--- src/rtl/core/amcl_pkg.sv ---
// Shared types, constants and helpers for the adaptive mapping cache lookup unit.
// No dependencies; used by amcl_rem and adaptive_mapping_cache_lookup_unit.
package amcl_pkg;

    localparam int ADDR_W      = 32;
    localparam int CNT_W       = 32;
    localparam int RATE_W      = 9;
    localparam int MODE_W      = 2;
    localparam int RATE_FRAC_W = 8;                    // miss rate in 1/256 units
    localparam int PROD_W      = RATE_W + CNT_W;
    localparam int SET_COUNT   = 4;

    // remainder unit: dividend bits retired per cycle
    localparam int REM_STEPS   = 4;
    localparam int REM_ROUNDS  = ADDR_W / REM_STEPS;

    localparam logic [RATE_W-1:0] RATE_RESET = 9'd128;
    localparam logic [CNT_W-1:0]  CNT_MAX    = 32'hFFFF_FFFF;

    typedef logic [MODE_W-1:0] mode_t;

    localparam mode_t MODE_DIRECT = 2'd0;
    localparam mode_t MODE_SET4   = 2'd1;
    localparam mode_t MODE_FULL   = 2'd2;

    function automatic logic [CNT_W-1:0] sat_inc(input logic [CNT_W-1:0] v);
        return (v == CNT_MAX) ? v : v + 1'b1;
    endfunction

    function automatic mode_t mode_advance(input mode_t m);
        return (m == MODE_FULL) ? MODE_DIRECT : mode_t'(m + 1'b1);
    endfunction

endpackage

--- src/rtl/core/adaptive_mapping_cache_lookup_unit.sv ---
// Top level of the adaptive mapping cache lookup unit (directory with switchable mapping).
// Depends on amcl_pkg, amcl_ram and amcl_rem.
//
// Usage:
//   Input channel: drive address and raise start; the transfer happens at a clock edge
//   where start is high and busy is low. busy stays high until the result is out.
//   Result channel: done pulses for one cycle with hit, mode_used, mode_switched,
//   miss_count and access_count. The receiver cannot stall; take it in that cycle.
//   Config: max_miss_rate is written at any edge where max_miss_rate_we is high;
//   write it only while the block is idle. Reset value is 128.
// Flow (accept to done), with N = CACHE_SIZE:
//   direct mode first computes address mod N (remainder unit, 4 bits/cycle);
//   the scan reads one entry per cycle from the entry RAM (registered read data),
//   1 entry in direct mode, about N/4 in four-set mode, N in fully associative mode,
//   stopping at the first hit. A hit finishes once the matching read is compared.
//   A miss adds a write state and a compare state; with no free entry in a set or in
//   the full store, the remainder unit first computes the replacement offset.
//   One item in flight at a time.
// Reset: rst_n is asynchronous. After reset a clearing pass writes every entry
//   invalid; busy is high during it. Mode returns to direct, counters to zero.
module adaptive_mapping_cache_lookup_unit #(
    parameter int CACHE_SIZE = 16
) (
    input  logic                          clk,
    input  logic                          rst_n,
    // input channel
    input  logic                          start,
    output logic                          busy,
    input  logic [amcl_pkg::ADDR_W-1:0]   address,
    // result channel
    output logic                          done,
    output logic                          hit,
    output logic [amcl_pkg::MODE_W-1:0]   mode_used,
    output logic                          mode_switched,
    output logic [amcl_pkg::CNT_W-1:0]    miss_count,
    output logic [amcl_pkg::CNT_W-1:0]    access_count,
    // config
    input  logic                          max_miss_rate_we,
    input  logic [amcl_pkg::RATE_W-1:0]   max_miss_rate
);

    localparam int IW    = $clog2(CACHE_SIZE);      // entry index
    localparam int DW    = $clog2(CACHE_SIZE + 1);  // range bounds, can hold CACHE_SIZE
    localparam int PART  = CACHE_SIZE / amcl_pkg::SET_COUNT;
    localparam int EXTRA = CACHE_SIZE % amcl_pkg::SET_COUNT;
    localparam int EW    = amcl_pkg::ADDR_W + 1;    // entry word: {valid, address}

    typedef enum logic [6:0] {
        ST_CLEAR    = 7'b0000001,
        ST_IDLE     = 7'b0000010,
        ST_DIV_ADDR = 7'b0000100,
        ST_SCAN     = 7'b0001000,
        ST_DIV_VIC  = 7'b0010000,
        ST_WRITE    = 7'b0100000,
        ST_DECIDE   = 7'b1000000
    } state_t;

    state_t                        state_reg, state_next;
    amcl_pkg::mode_t               mode_reg, mode_next;
    logic [amcl_pkg::CNT_W-1:0]    miss_cnt_reg, miss_cnt_next;
    logic [amcl_pkg::CNT_W-1:0]    acc_cnt_reg, acc_cnt_next;
    logic [amcl_pkg::RATE_W-1:0]   rate_reg, rate_next;
    logic [IW-1:0]                 clr_idx_reg, clr_idx_next;
    logic                          chk_vld_reg, chk_vld_next;
    logic                          free_found_reg, free_found_next;

    logic [amcl_pkg::ADDR_W-1:0]   addr_reg, addr_next;
    logic [DW-1:0]                 lo_reg, lo_next;
    logic [DW-1:0]                 hi_reg, hi_next;
    logic [DW-1:0]                 span_reg, span_next;
    logic [DW-1:0]                 rd_ptr_reg, rd_ptr_next;
    logic [IW-1:0]                 chk_idx_reg, chk_idx_next;
    logic [IW-1:0]                 free_idx_reg, free_idx_next;
    logic [IW-1:0]                 victim_reg, victim_next;
    logic [amcl_pkg::PROD_W-1:0]   prod_reg, prod_next;

    logic                          done_reg, done_next;
    logic                          hit_reg, hit_next;
    amcl_pkg::mode_t               mode_out_reg, mode_out_next;
    logic                          sw_reg, sw_next;
    logic [amcl_pkg::CNT_W-1:0]    miss_out_reg, miss_out_next;
    logic [amcl_pkg::CNT_W-1:0]    acc_out_reg, acc_out_next;

    // RAM and remainder unit hookup
    logic                          ram_we, ram_re;
    logic [IW-1:0]                 ram_waddr, ram_raddr;
    logic [EW-1:0]                 ram_wdata, ram_rdata;
    logic                          rem_start, rem_done;
    logic [amcl_pkg::ADDR_W-1:0]   rem_dividend;
    logic [DW-1:0]                 rem_divisor, rem_result;

    logic                          ent_valid;
    logic [amcl_pkg::ADDR_W-1:0]   ent_addr;
    logic                          scan_last;
    logic [DW-1:0]                 set_lo;
    logic [amcl_pkg::PROD_W-1:0]   miss_scaled;

    amcl_ram #(
        .WIDTH (EW),
        .DEPTH (CACHE_SIZE)
    ) u_entry_ram (
        .clk     (clk),
        .wr_en   (ram_we),
        .wr_addr (ram_waddr),
        .wr_data (ram_wdata),
        .rd_en   (ram_re),
        .rd_addr (ram_raddr),
        .rd_data (ram_rdata)
    );

    amcl_rem #(
        .DW (DW)
    ) u_rem (
        .clk      (clk),
        .rst_n    (rst_n),
        .start    (rem_start),
        .dividend (rem_dividend),
        .divisor  (rem_divisor),
        .done     (rem_done),
        .result   (rem_result)
    );

    assign ent_valid   = ram_rdata[amcl_pkg::ADDR_W];
    assign ent_addr    = ram_rdata[amcl_pkg::ADDR_W-1:0];
    assign scan_last   = ((DW'(chk_idx_reg) + 1'b1) == hi_reg);
    assign set_lo      = DW'(PART * int'(address[1:0]));
    assign miss_scaled = {1'b0, miss_cnt_reg, {amcl_pkg::RATE_FRAC_W{1'b0}}};

    always_comb
    begin
        state_next      = state_reg;
        mode_next       = mode_reg;
        miss_cnt_next   = miss_cnt_reg;
        acc_cnt_next    = acc_cnt_reg;
        rate_next       = max_miss_rate_we ? max_miss_rate : rate_reg;
        clr_idx_next    = clr_idx_reg;
        chk_vld_next    = chk_vld_reg;
        free_found_next = free_found_reg;
        addr_next       = addr_reg;
        lo_next         = lo_reg;
        hi_next         = hi_reg;
        span_next       = span_reg;
        rd_ptr_next     = rd_ptr_reg;
        chk_idx_next    = chk_idx_reg;
        free_idx_next   = free_idx_reg;
        victim_next     = victim_reg;
        prod_next       = prod_reg;

        done_next       = 1'b0;
        hit_next        = hit_reg;
        mode_out_next   = mode_out_reg;
        sw_next         = sw_reg;
        miss_out_next   = miss_out_reg;
        acc_out_next    = acc_out_reg;

        ram_we          = 1'b0;
        ram_waddr       = victim_reg;
        ram_wdata       = {1'b1, addr_reg};
        ram_re          = 1'b0;
        ram_raddr       = rd_ptr_reg[IW-1:0];
        rem_start       = 1'b0;
        rem_dividend    = address;
        rem_divisor     = DW'(CACHE_SIZE);

        unique case (state_reg)
            ST_CLEAR:
            begin
                // post-reset sweep: every entry goes invalid
                ram_we       = 1'b1;
                ram_waddr    = clr_idx_reg;
                ram_wdata    = '0;
                clr_idx_next = clr_idx_reg + 1'b1;
                if (clr_idx_reg == IW'(CACHE_SIZE - 1))
                begin
                    state_next = ST_IDLE;
                end
            end

            ST_IDLE:
            begin
                if (start)
                begin
                    addr_next       = address;
                    acc_cnt_next    = amcl_pkg::sat_inc(acc_cnt_reg);
                    chk_vld_next    = 1'b0;
                    free_found_next = 1'b0;
                    unique case (mode_reg)
                        amcl_pkg::MODE_DIRECT:
                        begin
                            rem_start  = 1'b1;
                            state_next = ST_DIV_ADDR;
                        end
                        amcl_pkg::MODE_SET4:
                        begin
                            lo_next     = set_lo;
                            rd_ptr_next = set_lo;
                            if (address[1:0] == 2'(amcl_pkg::SET_COUNT - 1))
                            begin
                                hi_next   = DW'(CACHE_SIZE);
                                span_next = DW'(PART + EXTRA);
                            end
                            else
                            begin
                                hi_next   = set_lo + DW'(PART);
                                span_next = DW'(PART);
                            end
                            state_next = ST_SCAN;
                        end
                        default:
                        begin
                            lo_next     = '0;
                            rd_ptr_next = '0;
                            hi_next     = DW'(CACHE_SIZE);
                            span_next   = DW'(CACHE_SIZE);
                            state_next  = ST_SCAN;
                        end
                    endcase
                end
            end

            ST_DIV_ADDR:
            begin
                if (rem_done)
                begin
                    lo_next     = rem_result;
                    rd_ptr_next = rem_result;
                    hi_next     = rem_result + 1'b1;
                    state_next  = ST_SCAN;
                end
            end

            ST_SCAN:
            begin
                // issue next read while checking the previous one
                if (rd_ptr_reg < hi_reg)
                begin
                    ram_re       = 1'b1;
                    rd_ptr_next  = rd_ptr_reg + 1'b1;
                    chk_vld_next = 1'b1;
                    chk_idx_next = rd_ptr_reg[IW-1:0];
                end
                else
                begin
                    chk_vld_next = 1'b0;
                end

                if (chk_vld_reg)
                begin
                    if (ent_valid && (ent_addr == addr_reg))
                    begin
                        done_next     = 1'b1;
                        hit_next      = 1'b1;
                        mode_out_next = mode_reg;
                        sw_next       = 1'b0;
                        miss_out_next = miss_cnt_reg;
                        acc_out_next  = acc_cnt_reg;
                        state_next    = ST_IDLE;
                    end
                    else
                    begin
                        if (!free_found_reg && !ent_valid)
                        begin
                            free_found_next = 1'b1;
                            free_idx_next   = chk_idx_reg;
                        end
                        if (scan_last)
                        begin
                            if (mode_reg == amcl_pkg::MODE_DIRECT)
                            begin
                                victim_next = lo_reg[IW-1:0];
                                state_next  = ST_WRITE;
                            end
                            else if (free_found_reg)
                            begin
                                victim_next = free_idx_reg;
                                state_next  = ST_WRITE;
                            end
                            else if (!ent_valid)
                            begin
                                victim_next = chk_idx_reg;
                                state_next  = ST_WRITE;
                            end
                            else
                            begin
                                // range full: offset = access count mod range size
                                rem_start    = 1'b1;
                                rem_dividend = acc_cnt_reg;
                                rem_divisor  = span_reg;
                                state_next   = ST_DIV_VIC;
                            end
                        end
                    end
                end
            end

            ST_DIV_VIC:
            begin
                rem_dividend = acc_cnt_reg;
                rem_divisor  = span_reg;
                if (rem_done)
                begin
                    victim_next = IW'(lo_reg + rem_result);
                    state_next  = ST_WRITE;
                end
            end

            ST_WRITE:
            begin
                ram_we        = 1'b1;
                miss_cnt_next = amcl_pkg::sat_inc(miss_cnt_reg);
                prod_next     = amcl_pkg::PROD_W'(rate_reg) *
                                amcl_pkg::PROD_W'(acc_cnt_reg);
                state_next    = ST_DECIDE;
            end

            ST_DECIDE:
            begin
                done_next     = 1'b1;
                hit_next      = 1'b0;
                mode_out_next = mode_reg;
                if (miss_scaled > prod_reg)
                begin
                    mode_next     = amcl_pkg::mode_advance(mode_reg);
                    miss_cnt_next = '0;
                    acc_cnt_next  = '0;
                    sw_next       = 1'b1;
                    miss_out_next = '0;
                    acc_out_next  = '0;
                end
                else
                begin
                    sw_next       = 1'b0;
                    miss_out_next = miss_cnt_reg;
                    acc_out_next  = acc_cnt_reg;
                end
                state_next = ST_IDLE;
            end

            default:
            begin
                state_next = ST_IDLE;
            end
        endcase
    end

    always_ff @(posedge clk or negedge rst_n)
    begin
        if (!rst_n)
        begin
            state_reg      <= ST_CLEAR;
            mode_reg       <= amcl_pkg::MODE_DIRECT;
            miss_cnt_reg   <= '0;
            acc_cnt_reg    <= '0;
            rate_reg       <= amcl_pkg::RATE_RESET;
            clr_idx_reg    <= '0;
            chk_vld_reg    <= 1'b0;
            free_found_reg <= 1'b0;
            done_reg       <= 1'b0;
            hit_reg        <= 1'b0;
            mode_out_reg   <= amcl_pkg::MODE_DIRECT;
            sw_reg         <= 1'b0;
            miss_out_reg   <= '0;
            acc_out_reg    <= '0;
        end
        else
        begin
            state_reg      <= state_next;
            mode_reg       <= mode_next;
            miss_cnt_reg   <= miss_cnt_next;
            acc_cnt_reg    <= acc_cnt_next;
            rate_reg       <= rate_next;
            clr_idx_reg    <= clr_idx_next;
            chk_vld_reg    <= chk_vld_next;
            free_found_reg <= free_found_next;
            done_reg       <= done_next;
            hit_reg        <= hit_next;
            mode_out_reg   <= mode_out_next;
            sw_reg         <= sw_next;
            miss_out_reg   <= miss_out_next;
            acc_out_reg    <= acc_out_next;
        end
    end

    always_ff @(posedge clk)
    begin
        addr_reg     <= addr_next;
        lo_reg       <= lo_next;
        hi_reg       <= hi_next;
        span_reg     <= span_next;
        rd_ptr_reg   <= rd_ptr_next;
        chk_idx_reg  <= chk_idx_next;
        free_idx_reg <= free_idx_next;
        victim_reg   <= victim_next;
        prod_reg     <= prod_next;
    end

    assign busy          = (state_reg != ST_IDLE);
    assign done          = done_reg;
    assign hit           = hit_reg;
    assign mode_used     = mode_out_reg;
    assign mode_switched = sw_reg;
    assign miss_count    = miss_out_reg;
    assign access_count  = acc_out_reg;

    // result strobe only lands once the controller is back in idle
    a_done_idle: assert property (@(posedge clk) disable iff (!rst_n)
        done |-> (state_reg == ST_IDLE))
        else $error("result strobe outside idle");

    // a transfer always makes the block busy next cycle
    a_accept_busy: assert property (@(posedge clk) disable iff (!rst_n)
        (start && !busy) |=> busy)
        else $error("accepted transfer did not start work");

    // a mode switch clears both counters in the reported result
    a_switch_clears: assert property (@(posedge clk) disable iff (!rst_n)
        (done && mode_switched) |-> ((miss_count == '0) && (access_count == '0)))
        else $error("switch reported with nonzero counters");

    // switch is only evaluated on a miss
    a_hit_no_switch: assert property (@(posedge clk) disable iff (!rst_n)
        (done && hit) |-> !mode_switched)
        else $error("switch reported on a hit");

    // remainder results only arrive while a state waits for them
    a_rem_expected: assert property (@(posedge clk) disable iff (!rst_n)
        rem_done |-> ((state_reg == ST_DIV_ADDR) || (state_reg == ST_DIV_VIC)))
        else $error("unexpected remainder result");

endmodule

--- src/rtl/core/amcl_ram.sv ---
// Generic single-port-write, single-port-read RAM with registered read data.
// No dependencies.
module amcl_ram #(
    parameter int WIDTH = 33,
    parameter int DEPTH = 16
) (
    input  logic                     clk,
    input  logic                     wr_en,
    input  logic [$clog2(DEPTH)-1:0] wr_addr,
    input  logic [WIDTH-1:0]         wr_data,
    input  logic                     rd_en,
    input  logic [$clog2(DEPTH)-1:0] rd_addr,
    output logic [WIDTH-1:0]         rd_data
);

    logic [WIDTH-1:0] mem [DEPTH];

    always_ff @(posedge clk)
    begin
        if (wr_en)
        begin
            mem[wr_addr] <= wr_data;
        end
        if (rd_en)
        begin
            rd_data <= mem[rd_addr];
        end
    end

endmodule

--- src/rtl/core/amcl_rem.sv ---
// Multi-cycle remainder unit: 32-bit dividend mod a narrow divisor, REM_STEPS bits a cycle.
// Depends on amcl_pkg.
module amcl_rem #(
    parameter int DW = 5
) (
    input  logic                       clk,
    input  logic                       rst_n,
    input  logic                       start,
    input  logic [amcl_pkg::ADDR_W-1:0] dividend,
    input  logic [DW-1:0]              divisor,
    output logic                       done,
    output logic [DW-1:0]              result
);

    localparam int CW = (amcl_pkg::REM_ROUNDS > 1) ? $clog2(amcl_pkg::REM_ROUNDS) : 1;

    logic                        busy_reg, busy_next;
    logic                        done_reg, done_next;
    logic [CW-1:0]               cnt_reg, cnt_next;
    logic [amcl_pkg::ADDR_W-1:0] dvd_reg, dvd_next;
    logic [DW-1:0]               div_reg, div_next;
    logic [DW-1:0]               rem_reg, rem_next;

    // restoring remainder, a few digits per cycle
    always_comb
    begin
        logic [DW:0]                 t;
        logic [DW-1:0]               r;
        logic [amcl_pkg::ADDR_W-1:0] q;
        r = rem_reg;
        q = dvd_reg;
        for (int k = 0; k < amcl_pkg::REM_STEPS; k++)
        begin
            t = {r, q[amcl_pkg::ADDR_W-1]};
            q = {q[amcl_pkg::ADDR_W-2:0], 1'b0};
            if (t >= {1'b0, div_reg})
            begin
                t = t - {1'b0, div_reg};
            end
            r = t[DW-1:0];
        end

        busy_next = busy_reg;
        done_next = 1'b0;
        cnt_next  = cnt_reg;
        dvd_next  = dvd_reg;
        div_next  = div_reg;
        rem_next  = rem_reg;
        if (start)
        begin
            busy_next = 1'b1;
            cnt_next  = '0;
            dvd_next  = dividend;
            div_next  = divisor;
            rem_next  = '0;
        end
        else if (busy_reg)
        begin
            dvd_next = q;
            rem_next = r;
            cnt_next = cnt_reg + 1'b1;
            if (cnt_reg == CW'(amcl_pkg::REM_ROUNDS - 1))
            begin
                busy_next = 1'b0;
                done_next = 1'b1;
            end
        end
    end

    always_ff @(posedge clk or negedge rst_n)
    begin
        if (!rst_n)
        begin
            busy_reg <= 1'b0;
            done_reg <= 1'b0;
            cnt_reg  <= '0;
        end
        else
        begin
            busy_reg <= busy_next;
            done_reg <= done_next;
            cnt_reg  <= cnt_next;
        end
    end

    always_ff @(posedge clk)
    begin
        dvd_reg <= dvd_next;
        div_reg <= div_next;
        rem_reg <= rem_next;
    end

    assign done   = done_reg;
    assign result = rem_reg;

endmodule

--- config.mk ---
export PLATFORM = sky130hd
export DESIGN_NAME = adaptive_mapping_cache_lookup_unit
export DESIGN_NICKNAME = d
export VERILOG_FILES = /design/src/rtl/core/amcl_pkg.sv /design/src/rtl/core/adaptive_mapping_cache_lookup_unit.sv /design/src/rtl/core/amcl_ram.sv /design/src/rtl/core/amcl_rem.sv
export SDC_FILE = /design/constraint.sdc
export NUM_CORES = 2
export LEC_CHECK = 0
export ABC_AREA = 0
export BUFFER_PORTS_ARGS = -buffer_cell sky130_fd_sc_hd__buf_4
export CORE_MARGIN = 2
export CORE_UTILIZATION = 50
export CTS_CLUSTER_SIZE = 28
export DETAILED_ROUTE_END_ITERATION = 10
export GPL_ROUTABILITY_DRIVEN = 0
export PLACE_DENSITY = 0.66
export SYNTH_ARGS = -nofsm -noshare
export SYNTH_HDL_FRONTEND = slang
export SYNTH_SLANG_ARGS = --single-unit
--- constraint.sdc ---
create_clock -name clk -period 6.5 [get_ports clk]
set_input_delay 0.325 -clock clk [delete_from_list [all_inputs] [get_ports clk]]
set_output_delay 0.325 -clock clk [all_outputs]
set_load 0.03 [all_outputs]
# Word-level counts from Yosys, hierarchy flattened
# Memories as Yosys holds them, arrays and structs flattened. A register that Yosys moved wholly into a read port is not among the register bits.
# Index checks and enable logic that the tools add are counted.
# word_totals
regBits,308
mem_bits_rw,528
inputBits,45
output_inout_bits,70
memories,1
# memory_table
name,depth,word_bits,read_ports,rd_ports_with_merged_regs,wr,line_no,text
u_entry_ram.mem,16,33,1,1,1,amcl_ram.sv:16,logic [WIDTH-1:0] mem [DEPTH];
# op_classes
add_sub_neg,14
n_mul,1
order_cmp,6
n_eq_ne,32
n_mux,109
bitwise_logic,2
n_reduce_logical,28
# ops
op,count
$mux 32,17
$pmux 32 s2,5
$mux 5,16
$add 32x1->32 const B,2
$eq 32x32->1 const B,2
$pmux 5 s2,5
$mux 7,7
$pmux 7 s6,1
$gt 40x41->1,1
$mul 9x32->41,1
$mux 4,9
$mux 33,1
$eq 32x32->1,1
$mux 1,30
$ge 6x5->1,4
$ne 2x2->1 const B,11
$sub 5x5->5,4
$mux 6,3
$pmux 4 s2,2
$pmux 5 s3,1
$reduce_bool 2->1,7
$pmux 1 s2,6
$reduce_and 6->1,2
$add 5x1->5 const B,2
36 further kinds,52

# Depth between registers and ports, before layout
# depth
depth_word,8
mapped_depth,28

# By module
# A second synthesis with hierarchy kept.
# hier_totals
cells_unflattened,3482
area_unflattened_um2,46185.5
# modules_own_cells
mod,instances,cells_each,area_each_um2,seq_area_each_um2
adaptive_mapping_cache_lookup_unit,1,2387,22325.2,6964.2
amcl_ram,1,864,20960.1,16846.2
amcl_rem,1,231,2900.3,1336.3

# Worst setup path after synthesis
# No wires, ideal clock.
# synth_timing
path_kind,reg-to-reg
from,reg acc_cnt_reg[20] (netlist name)
to,"reg prod_reg[38] (netlist name), data pin"
arrival_time_ps,4942
setup_slack_ps,1300
stages_incl_launch_ff,21
period_less_slack_ps,5200
cell_sequence,dfrtp_1 -> clkbuf_1 -> clkbuf_1 -> nand2_1 -> fa_1 -> inv_1 -> fa_1 -> fa_1 -> inv_1 -> fa_1 -> inv_1 -> ha_1 -> a21oi_1 -> a211o_1 -> o211ai_1 -> or3_1 -> o21ai_0 -> o211ai_1 -> a21o_1 -> a21oi_1 -> xnor2_1
# synth_via
elab_chain_cells,1
# synth_rtl
item,line_no,text
start: declaration,adaptive_mapping_cache_lookup_unit.sv:61,"logic [amcl_pkg::CNT_W-1:0] acc_cnt_reg, acc_cnt_next;"
start signal: assignment,adaptive_mapping_cache_lookup_unit.sv:370,acc_cnt_reg <= acc_cnt_next;
$mul 9x32->41,adaptive_mapping_cache_lookup_unit.sv:311,prod_next = amcl_pkg::PROD_W'(rate_reg) *
end signal: assignment,adaptive_mapping_cache_lookup_unit.sv:394,prod_reg <= prod_next;
end: declaration,adaptive_mapping_cache_lookup_unit.sv:75,"logic [amcl_pkg::PROD_W-1:0] prod_reg, prod_next;"
# Every way passes these cells.
# A chain may end at the register's enable or synchronous reset.

# Worst setup path after layout
# layout_timing
from,reg rate_reg[3] (netlist name)
to,"reg prod_reg[38] (netlist name), data pin"
# layout_via
elab_chain_cells,1
# layout_rtl
item,line_no,text
start: declaration,adaptive_mapping_cache_lookup_unit.sv:62,"logic [amcl_pkg::RATE_W-1:0] rate_reg, rate_next;"
start signal: assignment,adaptive_mapping_cache_lookup_unit.sv:354,rate_reg <= amcl_pkg::RATE_RESET;
start signal: assignment,adaptive_mapping_cache_lookup_unit.sv:371,rate_reg <= rate_next;
$mul 9x32->41,adaptive_mapping_cache_lookup_unit.sv:311,
# Every way passes these cells.

==> out/results.md <==
| Quantity | Reported |
|---|---|
| Detailed placement HPWL | 72.1 mm |
| Arrival time at the worst endpoint | 6.38 ns |
| Gate count of the mapped netlist | 3283 |
| Hold Crit Start | max_miss_rate_we |
| Fraction of power consumed by combinational cells | 25.0% |
| Boundary Pins | 115 |
| Vias in the first global route | 28542 |
| Maximum count of clock buffers along a single path | 3 |
| Critical path's most frequent cell | sky130_fd_sc_hd__fa_1 |
| Worst reg-to-reg path cell count | 17 |
| Yosys warning total | 0 |
| Kind of end point of the critical path | flip-flop |
| Antenna violations before repair | 0 |
| CTS buffer count | 89 |
| Critical path fanouts, max | 33 |
| Unrepaired setup endpoints after global routing | no |
| Minimum clock period | 6.03 ns |
| Slew Viols, Final | 0 |
| Clock latency on the worst-skew pair | 0.68 ns |
| Pin count of the biggest net entering global routing | 137 |
| Finish-stage setup viols | 0 |
| Upper clock frequency limit | 0.166 GHz |
| Final Net Count | 3797 |
| Proportion of register bits with asynchronous set or reset after synthesis | 18.8% |
| Worst Setup Slack, final | 0.473 ns |
| Synth top area share | 46.7% |
| Worst Skew | 0.0684 ns |
| Share of power burned in the clock network | 32.1% |
| Via count of the routed design | 27690 |
| Buffers on Ports | 114 |
| Width of the die | 303 µm |
| Worst Setup Path Type | flip-flop to flip-flop |
| Area of the core | 88500 µm² |
| Delay of the slowest cell on the worst path | 1.04 ns |
| Final non-filler cell area | 50400 µm² |
| Final antenna diode count | 0 |
| Total length of routed wires | 112 mm |
| Status | completed |
| Total number of clock tree sinks | 863 |
| Worst-path clk slew | 0.07 ns |
| Die Footprint | 91900 µm² |
| Period Utilization, post-route | 92.7% |
| Post-Syn Area per Cell | 13.6 µm² |
| Worst slack at placement | 0.577 ns |
| Switch share | 30.3% |
| Worst Max-Slew Pin Slew | 1.20 ns |
| Startpoint of the worst register-to-register path | rate_reg[3] |
| Data required time at the worst endpoint | 6.86 ns |
| Primary flip-flop cell chosen by synthesis mapping | sky130_fd_sc_hd__edfxtp_1 |
| Worst-path cell with the longest stage delay | sky130_fd_sc_hd__dfrtp_1 |
| Switching power total | 4.95 mW |
| Worst setup SP type | flip-flop |
| Hold-critical path endpoint | rate_reg[2] |
| Flop2flop setup slack | 0.47 ns |
| Number of nets with antenna violations after routing | 0 |
| Worst vdd rail ir drop | 0.227 mV |
| H-tree levels | 3 |
| Max cap viols | 0 |
| Flip-flop count of the largest register after layout | 528 |
| Internal Power | 11.4 mW |
| Buffer type at the clock tree root | sky130_fd_sc_hd__clkbuf_16 |
| Cell leakage power | 19.9 nW |
| FP Rows | 109 |
| Worst hold stages | 2 |
| Number of optimization iterations in the first detailed-route pass | 5 |
| Hold violation total from the final report | 0 |
| Instance area after placement | 46900 µm² |
| Number of vias per cell | 5.95 |
| Distinct cell type count of the synthesized netlist | 81 |
| Share of layout cells above drive strength 1 | 15.1% |
| Sequential area share after synthesis | 56.0% |
| Crit-path cells | and2_1, fa_1, fa_1, fa_1, inv_1, fa_1, inv_1, ha_1, a21oi_1, a211o_1, o211ai_1, or3_1, o21ai_0, o211ai_1, a21o_1, a21oi_1, xnor2_1 |
| Die Height | 303 µm |
| Total congestion overflow after global routing | 0 |
| Biggest area consumer among synthesized cells | sky130_fd_sc_hd__edfxtp_1 |
| Growth of design area from synthesis to finish | 12.6% |
| # DRC | 0 |
| First DRT Iteration DRCs | 2784 |
| WL per Instance | 24.0 µm |
| Power density over the cells | 325 nW/µm² |
| GRT Resource Usage Total | 25.0% |
| Flip-flop and latch count after synthesis | 863 |
| Mapped Nets | 3661 |
| Post-synthesis instance area | 44700 µm² |
| Post-synth EDFFs | 696 |
| Worst Hold Class | primary input to flip-flop |
| Cells taking the most area after synthesis | sky130_fd_sc_hd__edfxtp_1, sky130_fd_sc_hd__fa_1, sky130_fd_sc_hd__dfrtp_1 |
| CTS tree | done |
| Final core utilization | 56.9% |
| Setup bufs post-CTS | 0 |
| First-pass GRT wire length | 172 mm |
| Endpoint of the lowest-slack register-to-register path | prod_reg[38] |
| Initial core utilization | 50.5% |
| Relative max-transition margin | 20.2% |
| Accumulated negative setup slack | 0 ns |
| Register share of total power | 42.8% |
## synthesized netlist by cell type (all sizes together), types with 15 or more instances
master and count:
xnor2 38, edfxtp 696, nand4 28, and3 17, mux2 16, inv 290, buf 39, clkbuf 121
ha 121, nor3 31, dfrtp 160, nand2 333, nand3 74, a21oi 83, nor2 141, mux2i 63
and2 218, a21o 29, o21ai 145, nor4 17, or3 15, xor2 45, mux4 165, fa 212
a31oi 29
## cells by family (layout without fill, tap and decap cells)
| kind of cell | Yosys count | in the layout | share of synthesized area, % |
|---|---|---|---|
| AO/OA/AOI/OAI | 380 | 380 | 5.17 |
| XOR/XNOR | 83 | 83 | 1.63 |
| adder cells (fa/ha/maj) | 333 | 333 | 12.9 |
| buffers and inverters | 452 | 661 | 3.91 |
| flip-flops | 863 | 863 | 56.0 |
| multiplexers | 244 | 244 | 10.1 |
| AND/OR/NAND/NOR | 928 | 928 | 10.3 |
## repair_timing
action / CTS / global route
setup endpoints to repair: 0 / 1
hold buffers: 43 / 0
endpoints found under the hold margin: 121 / 0
resized for setup: 0 / 1
## worst max-delay path, delay by kind of cell (launching register included)
kind | cells | cell delay [ns]
and+or+nand+nor | 2 | 0.59
xor gates and xnor gates | 1 | 0.09
adders and majority gates | 5 | 2.27
buffers and inverters | 2 | 0.09
AOI/OAI and AO/OA | 7 | 1.68
DFF | 1 | 1.04
## per-stage QoR
step,std cells,hold WS (ns),power [mW]
final,4657,0.0881,16.4
after global routing,4657,0.0757,17.2
after floorplan,3283,0.0294,9.98
after global placement,4450,0.462,11.0
after detailed placement,4450,0.474,11.1
after CTS,4657,0.0552,16.4
## worst max path at each step
stage,slack (ns),from,end,cells after the start
finish,0.47,rate_reg[3],prod_reg[38],17
global route,0.11,u_rem.result[1],u_rem.result[3],26
CTS,0.56,rate_reg[3],prod_reg[38],17
detailed placement,0.58,rate_reg[3],prod_reg[38],17
global placement,0.76,rate_reg[3],prod_reg[38],17
floorplan,1.30,acc_cnt_reg[20],prod_reg[38],20
## power by group through the flow
stage	clock network, mW	logic, mW	registers (mW)
2_1_floorplan	0	3.05	6.93
3_3_place_gp	0	3.88	7.09
3_5_place_dp	0	4.03	7.10
4_1_cts	5.34	4.08	7.00
5_1_grt	5.56	4.56	7.04
6_report	5.26	4.09	7.00
## placed cells by master, fill, tap and decap left out, drive strengths merged, types with 6 or more instances in the layout
cell,netlist,routed
or4,7,7
o31ai,9,9
dfrtp,160,160
nor2,141,141
nor3b,6,6
o21ai,145,145
mux2i,63,63
nor3,31,31
fa,212,212
clkbuf,121,112
xnor2,38,38
a21o,29,29
nor4,17,17
o21bai,10,10
or3,15,15
a21oi,83,83
inv,290,293
a211oi,11,11
mux4,165,165
buf,39,162
o21a,11,11
bufinv,0,10
nor2b,11,11
xor2,45,45
or2,9,9
nand2b,10,10
and2,218,218
o211ai,7,7
nand4,28,28
and3,17,17
edfxtp,696,696
a31oi,29,29
dlygate4sd3,0,43
ha,121,121
nand3,74,74
nand2,333,333
clkinv,2,38
mux2,16,16
## final cells by class
type,count,area [µm²]
clock inverter,52,621
timing repair buffer,205,1680
tap,1165,1460
inverter,292,1100
fill,6855,38100
multi-input combinational,1968,18100
clock buffer,112,2390
sequential,863,25100
## metal layers
layer	part of all wire, %	wire length (µm)	global-route usage (%)	up-vias
met5	0	0	0	-
met4	1.8	2060	5.63	0
met3	9.6	10700	5.93	151
met2	45	50000	37.7	1248
met1	44	49000	37.0	14285
li1	-	-	-	12006
(Power assumes the default switching activity.)
